--- src/rtl/rws_pkg.sv ---
`default_nettype none

package rws_pkg;

    typedef enum logic [6:0] {
        ST_IDLE = 7'b0000001,
        ST_SCAN = 7'b0000010,
        ST_MUL  = 7'b0000100,
        ST_DIVM = 7'b0001000,
        ST_DIVV = 7'b0010000,
        ST_SQRT = 7'b0100000,
        ST_DONE = 7'b1000000
    } state_t;

    typedef struct packed {
        logic load;
        logic mul_start;
        logic divm_start;
        logic divv_start;
        logic sqrt_start;
        logic out_load;
    } cmd_t;

    typedef struct packed {
        logic scan_done;
        logic mul_done;
        logic div_done;
        logic sqrt_done;
    } sts_t;

endpackage

`default_nettype wire

--- src/rtl/rws_ctrl.sv ---
`default_nettype none

module rws_ctrl (
    input  wire logic          clk,
    input  wire logic          rst_n,
    input  wire logic          in_valid,
    input  wire logic          out_ready,
    input  wire rws_pkg::sts_t sts,
    output rws_pkg::cmd_t      cmd,
    output logic               in_ready,
    output logic               out_valid
);
    rws_pkg::state_t state_reg;
    rws_pkg::state_t state_next;
    logic            out_valid_reg;
    logic            out_valid_next;

    always_comb
    begin
        cmd        = '0;
        state_next = state_reg;
        unique case (state_reg)
            rws_pkg::ST_IDLE:
            begin
                if (in_valid)
                begin
                    cmd.load   = 1'b1;
                    state_next = rws_pkg::ST_SCAN;
                end
            end
            rws_pkg::ST_SCAN:
            begin
                if (sts.scan_done)
                begin
                    cmd.mul_start = 1'b1;
                    state_next    = rws_pkg::ST_MUL;
                end
            end
            rws_pkg::ST_MUL:
            begin
                if (sts.mul_done)
                begin
                    cmd.divm_start = 1'b1;
                    state_next     = rws_pkg::ST_DIVM;
                end
            end
            rws_pkg::ST_DIVM:
            begin
                if (sts.div_done)
                begin
                    cmd.divv_start = 1'b1;
                    state_next     = rws_pkg::ST_DIVV;
                end
            end
            rws_pkg::ST_DIVV:
            begin
                if (sts.div_done)
                begin
                    cmd.sqrt_start = 1'b1;
                    state_next     = rws_pkg::ST_SQRT;
                end
            end
            rws_pkg::ST_SQRT:
            begin
                if (sts.sqrt_done)
                begin
                    state_next = rws_pkg::ST_DONE;
                end
            end
            rws_pkg::ST_DONE:
            begin
                if (!out_valid_reg || out_ready)
                begin
                    cmd.out_load = 1'b1;
                    state_next   = rws_pkg::ST_IDLE;
                end
            end
            default:
            begin
                state_next = rws_pkg::ST_IDLE;
            end
        endcase
    end

    always_comb
    begin
        priority if (cmd.out_load)
        begin
            out_valid_next = 1'b1;
        end
        else if (out_ready)
        begin
            out_valid_next = 1'b0;
        end
        else
        begin
            out_valid_next = out_valid_reg;
        end
    end

    always_ff @(posedge clk or negedge rst_n)
    begin
        if (!rst_n)
        begin
            state_reg     <= rws_pkg::ST_IDLE;
            out_valid_reg <= 1'b0;
        end
        else
        begin
            state_reg     <= state_next;
            out_valid_reg <= out_valid_next;
        end
    end

    assign in_ready  = (state_reg == rws_pkg::ST_IDLE);
    assign out_valid = out_valid_reg;

endmodule

`default_nettype wire

--- config.mk ---
export PLATFORM = sky130hd
export DESIGN_NAME = rws_ctrl
export DESIGN_NICKNAME = d
export VERILOG_FILES = /design/src/rtl/rws_pkg.sv /design/src/rtl/rws_ctrl.sv
export SDC_FILE = /design/constraint.sdc
export NUM_CORES = 1
export LEC_CHECK = 0
export BUFFER_PORTS_ARGS = -buffer_cell sky130_fd_sc_hd__buf_2
export CORE_AREA = 8 8 45 47
export DETAILED_ROUTE_END_ITERATION = 12
export DIE_AREA = 0 0 53 55
export HOLD_SLACK_MARGIN = 0.03
export PLACE_DENSITY = 0.69
export SLEW_MARGIN = 40
export SYNTH_ARGS = -nofsm -noshare
export SYNTH_HDL_FRONTEND = slang
export SYNTH_SLANG_ARGS = --single-unit
--- constraint.sdc ---
create_clock -name clk -period 2.9 [get_ports clk]
set_input_delay 0.29 -clock clk [delete_from_list [all_inputs] [get_ports clk]]
set_output_delay 0.29 -clock clk [all_outputs]
set_load 0.01 [all_outputs]
==> impl_metrics.py, run 1 <==
metrics = {
    "critical_path": {
        "crit_slowest_cell": "or4_4",
        "critical_path.top_delay_family": "simple AND/OR/NAND/NOR gates",
        "worst_ep_required_time_ns": 2.61,
        "worstPathArrival_ns": 1.94,
        "crit_chain": "or3_4 -> or4_4 -> inv_1 -> and2_1 -> buf_2",
        "cp_max_fo": 6,
        "slowest_delay_ns": 0.51,
        "end_kind": "output pin",
        "worst_setup_path_start_kind": "register",
        "path_class": "reg -> out",
        "cp.buffers_inverters": 2,
    },
    "grt": {
        "grt_max_degree": 11,
        "antenna_found_initial": 0,
        "grt_pass1_vias": 542,
        "grt.total_usage_pct": 10.9,
        "grt_pass1_wl_mm": 2.30,
        "overflow": 0,
    },
    "routing": {
        "ant_nets": 0,
        "routed_wl_mm": 1.43,
        "dr.pass1.iters": 4,
        "wl_per_cell_um": 14.6,
        "drc_errors": 0,
        "vias": 560,
        "drt_first_iter_violations": 19,
        "avgViaCountPerCell": 5.71,
    },
    "finish": {
        "finish.instance_area_um2": 684,
        "nNetsFinal": 91,
        "multi_input_area_um2": 329,
        "fillCellCount": 139,
        "diodes": 0,
        "regArea_um2": 201,
        "drive_gt1_share_pct": 29.3,
        "largest_reg_flops": 7,
        "area_delta_synth_final_pct": 18.1,
    },
    "timing": {
        "worst_pin_slew_ns": 0.495,
        "slew_headroom_pct": 66.7,
        "finalSetupViolCount": 0,
        "fin_tns_setup_ns": 0,
        "hold_viol": 0,
        "finalMaxSlewViolations": 0,
        "rsz0062_at_grt": "no",
        "fin_skew_ns": 0.00164,
        "fmax_mhz": 449,
        "min_period_ns": 2.23,
        "fin_crit_sh_pct": 76.9,
    },
    "logic_synthesis": {
        "yosys_register_bits": 8,
        "yosys-top-cells-area": "dfrtp_1, dfstp_2, nor2_1, inv_1, nor3_1",
        "ys_seq_area_share_pct": 34.8,
        "syn_area_um2": 579,
        "synth_nets": 73,
        "ys_types": 32,
        "syn_area_per_cell_um2": 8.91,
        "yosysTopAreaCellShare_pct": 30.2,
        "yosysWarningCount": 0,
        "synth_cells": 65,
        "netlist.top_cell.by_area": "dfrtp_1",
    },
    "power": {
        "p_leak_nw": 0.340,
        "vdd_drop_max_uv": 325,
        "powerDensity_mw_per_mm2": 808,
    },
    "die": {
        "die_area_mm2": 0.00292,
        "die_h_um": 55,
        "core_area_mm2": 0.00138,
        "die_x_um": 53,
        "ioPinCount": 16,
        "start_util_pct": 41.9,
        "rows": 14,
    },
    "clock_tree": {
        "cts_buffer_depth": 2,
        "cts_hold_buf": 1,
        "cts_made_buffers": 3,
        "clkSlewWorstSetupHoldPaths_ns": 0.06,
        "postCtsSetupRepairBufs": 0,
        "htreeDepth": 1,
        "clk_latency_ns": 0.26,
        "cts_tree": "built",
        "clock_sinks": 8,
        "cts_resized": 0,
        "cts_root_buffer": "clkbuf_4",
    },
    "placed_design": {
        "port_buffers": 15,
        "routabilityCongestion": 0.815,
        "dp_hpwl_mm": 1.10,
        "place_area_um2": 648,
    },
    "job": {
        "cap_violations": 0,
    },
    "min_path": {
        "hold_class": "in -> reg",
    },
    "outcome": {
        "status": "finished, final reports clean",
    },
}
==> metal layers <==
layer / global-route usage (%) / part of all wire, % / wire length [um] / vias up
met5: 0 / 0 / 0 / -
met4: 2.59 / 0 / 0 / 0
met3: 5.88 / 9.2 / 131 / 0
met2: 18.0 / 47 / 665 / 25
met1: 12.1 / 44 / 632 / 264
li1: - / - / - / 271
==> Yosys cell counts <==
library cell / instances
a21oi_1: 1
buf_6: 1
o32ai_1: 2
nor4_1: 1
and3b_2: 1
nand2_1: 5
or4_4: 1
or2b_2: 1
a211o_1: 1
nor3_1: 4
nand2b_1: 3
buf_4: 2
xor2_1: 2
and2_1: 1
o32ai_2: 1
o21ai_0: 1
nor4b_1: 1
dfstp_2: 1
o31ai_1: 1
a221o_1: 1
nor2b_1: 2
o22ai_1: 2
or3_4: 1
nor2_1: 7
o2111a_1: 1
dfrtp_1: 7
inv_1: 6
o2bb2ai_1: 2
nand4_1: 1
nand3b_1: 2
a22o_1: 1
a2111o_1: 1
==> where the power goes <==
part	switching (mW)	internal, mW	total (mW)
clock	0.0410	0.0528	0.0938
sequential	0.0373	0.139	0.176
combinational	0.147	0.136	0.283
==> through the flow <==
| step | hold slack, ns | cells | worst slack [ns] | util, % | power [mW] |
|---|---|---|---|---|---|
| finish | 0.212 | 98 | 0.671 | 49.5 | 0.553 |
| global route | 0.207 | 98 | 0.588 | 49.5 | 0.588 |
| CTS | 0.201 | 98 | 0.668 | 49.5 | 0.553 |
| detailed placement | 0.147 | 93 | 0.959 | 46.8 | 0.452 |
| global placement | 0.147 | 93 | 0.985 | 46.8 | 0.449 |
| floorplan | -0.00559 | 65 | 1.01 | - | 0.383 |
==> cells by family after synthesis <==
| kind of cell | count (synthesis) | share of synthesized area (%) |
|---|---|---|
| xor+xnor | 2 | 3.02 |
| flops | 8 | 34.8 |
| compound gates | 15 | 22.7 |
| buf+inv | 9 | 8.42 |
| simple gates | 31 | 31.1 |
==> cell type report <==
class                           instances  share of cell area, %
Inverter                                6                   3.29
Sequential cell                         8                   29.4
Timing Repair Buffer                   16                   12.4
Clock buffer                            4                   3.84
Multi-Input combinational cell         48                   48.1
Tap cell                               16                   2.93
==> worst register-to-register path: cells and delay by family, from the launching register on <==
family / cells / cell delay [ns]
flops: 1 / 0.43
simple gates: 2 / 0.94
compound gates: 1 / 0.29
==> worst paths after layout <==
check                                  start            to  slack (ns)  cells after the start
worst max-delay path            state_reg[5]        cmd[5]        0.67                      5
worst min-delay path                in_valid  state_reg[0]        0.21                      2
worst max register to register  state_reg[5]  state_reg[1]        1.14                      3
worst min register to register     out_valid     out_valid        0.52                      2
max in group asynchronous              rst_n  state_reg[0]        2.25                      2
min in group asynchronous              rst_n  state_reg[4]        0.41                      2
==> placed cells by master (no fill, tap or decap), drive strengths merged, types with 2 or more instances in the layout <==
cell     count
nand2b       3
nand2        5
nor2         7
nand3b       2
dfrtp        7
inv          6
buf         15
o32ai        3
clkbuf       4
nor2b        2
xor2         2
o22ai        2
o2bb2ai      2
nor3         4
Power figures use the tool's default switching activity.
==> inputs of run 2 (changes only) <==
clock period = 2.2 ns   (was 2.9 ns; I/O delays follow)
==> impl_metrics.py, run 2 (same netlist as run 1, synthesis figures left out) <==
metrics = {
    "placed_design": {
        "routabilityCongestion": 0.815,
        "dp_hpwl_mm": 1.10,
        "port_buffers": 15,
    },
    "critical_path": {
        "cp_max_fo": 5,
        "end_kind": "output pin",
        "worst_setup_path_start_kind": "register",
        "path_class": "reg -> out",
        "cp_common_cell": "nor3_1",
        "cp.buffers_inverters": 1,
        "crit_chain": "or3_4 -> nor3_1 -> nand2_1 -> nor3_1 -> buf_2",
        "worst_ep_required_time_ns": 1.98,
        "slowest_delay_ns": 0.43,
        "crit_slowest_cell": "dfrtp_1",
        "critical_path.top_delay_family": "simple AND/OR/NAND/NOR gates",
        "worstPathArrival_ns": 1.91,
    },
    "timing": {
        "rsz0062_at_grt": "no",
        "finalMaxSlewViolations": 0,
        "fin_skew_ns": 0.00237,
        "finalSetupViolCount": 0,
        "hold_ws_ns": 0.140,
        "slew_headroom_pct": 68.3,
        "fin_crit_sh_pct": 97.0,
        "fmax_mhz": 469,
        "hold_viol": 0,
        "min_period_ns": 2.13,
        "fin_tns_setup_ns": 0,
        "worst_pin_slew_ns": 0.471,
    },
    "finish": {
        "final_cell_mix": "buf_2, nor2_1, dfrtp_1",
        "mostFrequentLayoutCell": "buf_2",
        "area_delta_synth_final_pct": 22.5,
        "diodes": 0,
        "nNetsFinal": 94,
        "drive_gt1_share_pct": 32.9,
        "largest_reg_flops": 7,
    },
    "grt": {
        "overflow": 0,
        "grt_max_degree": 11,
        "grt-busiest-layer": "met2",
        "grt_pass1_wl_mm": 2.30,
        "grt_pass1_vias": 542,
        "met3_usage_pct": 5.88,
        "globalRouteMet2Util_pct": 18.0,
        "antenna_found_initial": 0,
        "met1_usage_pct": 12.1,
        "grt.total_usage_pct": 10.9,
    },
    "power": {
        "p_leak_nw": 0.354,
        "vdd_drop_max_uv": 435,
        "powerDensity_mw_per_mm2": 1060,
        "finalPower_mw": 0.753,
    },
    "clock_tree": {
        "cts_made_buffers": 3,
        "clock_sinks": 8,
        "htreeDepth": 1,
        "clkSlewWorstSetupHoldPaths_ns": 0.06,
        "cts_tree": "built",
        "cts_buffer_depth": 2,
        "clk_latency_ns": 0.26,
        "cts_root_buffer": "clkbuf_4",
    },
    "outcome": {
        "status": "finished, final reports clean",
    },
    "routing": {
        "dr.pass1.iters": 5,
        "drc_errors": 0,
        "routed_wl_mm": 1.50,
        "vias": 583,
        "drt_first_iter_violations": 27,
        "ant_nets": 0,
        "wl_per_cell_um": 14.8,
        "avgViaCountPerCell": 5.77,
    },
    "die": {
        "die_x_um": 53,
        "core_area_mm2": 0.00138,
        "rows": 14,
        "ioPinCount": 16,
        "start_util_pct": 41.9,
        "die_h_um": 55,
        "die_area_mm2": 0.00292,
    },
    "job": {
        "cap_violations": 0,
    },
    "min_path": {
        "hold_class": "in -> reg",
    },
}
## run 2: repair_timing
item / in CTS / in global routing
hold buffers: 1 / 0
setup endpoints to repair: 0 / 2
hold endpoints to repair: 8 / 0
setup buffers: 0 / 3
gates resized for setup: 0 / 2
## run 2: metrics by stage
stage	instances	instance area, um2	utilization (%)	worst slack [ns]
after floorplan	65	579	-	0.377
after global placement	93	648	46.8	0.355
after detailed placement	93	648	46.8	0.329
after CTS	98	684	49.5	0.0380
after global routing	101	709	51.3	0.000224
final	101	709	51.3	0.0661
## run 2: path summary, 6_finish.rpt
path	start	to	slack [ns]	depth (start not counted)
max	state_reg[6]	cmd[1]	0.07	5
min	in_valid	state_reg[0]	0.14	2
max reg2reg	state_reg[0]	state_reg[1]	0.46	3
min reg2reg	out_valid	out_valid	0.52	2
max in group asynchronous	rst_n	state_reg[0]	1.63	2
min in group asynchronous	rst_n	state_reg[4]	0.33	2
## run 2: where the power goes
group	internal (mW)	leakage (nW)	switching, mW
combinational	0.200	0.233	0.200
sequential	0.183	0.107	0.0466
clock	0.0696	0.0150	0.0539
## run 2: layout make-up
| class | instances | area (um2) |
|---|---|---|
| Clock buffer | 4 | 26.3 |
| Fill cell | 142 | 674 |
| Inverter | 6 | 22.5 |
| Multi-Input combinational cell | 48 | 332 |
| Sequential cell | 8 | 201 |
| Tap cell | 16 | 20.0 |
| Timing Repair Buffer | 19 | 108 |
## run 2: metal layers
metal	vias up	wire [um]
li1	278	-
met1	270	616
met2	30	709
met3	5	156
met4	0	14
met5	-	0
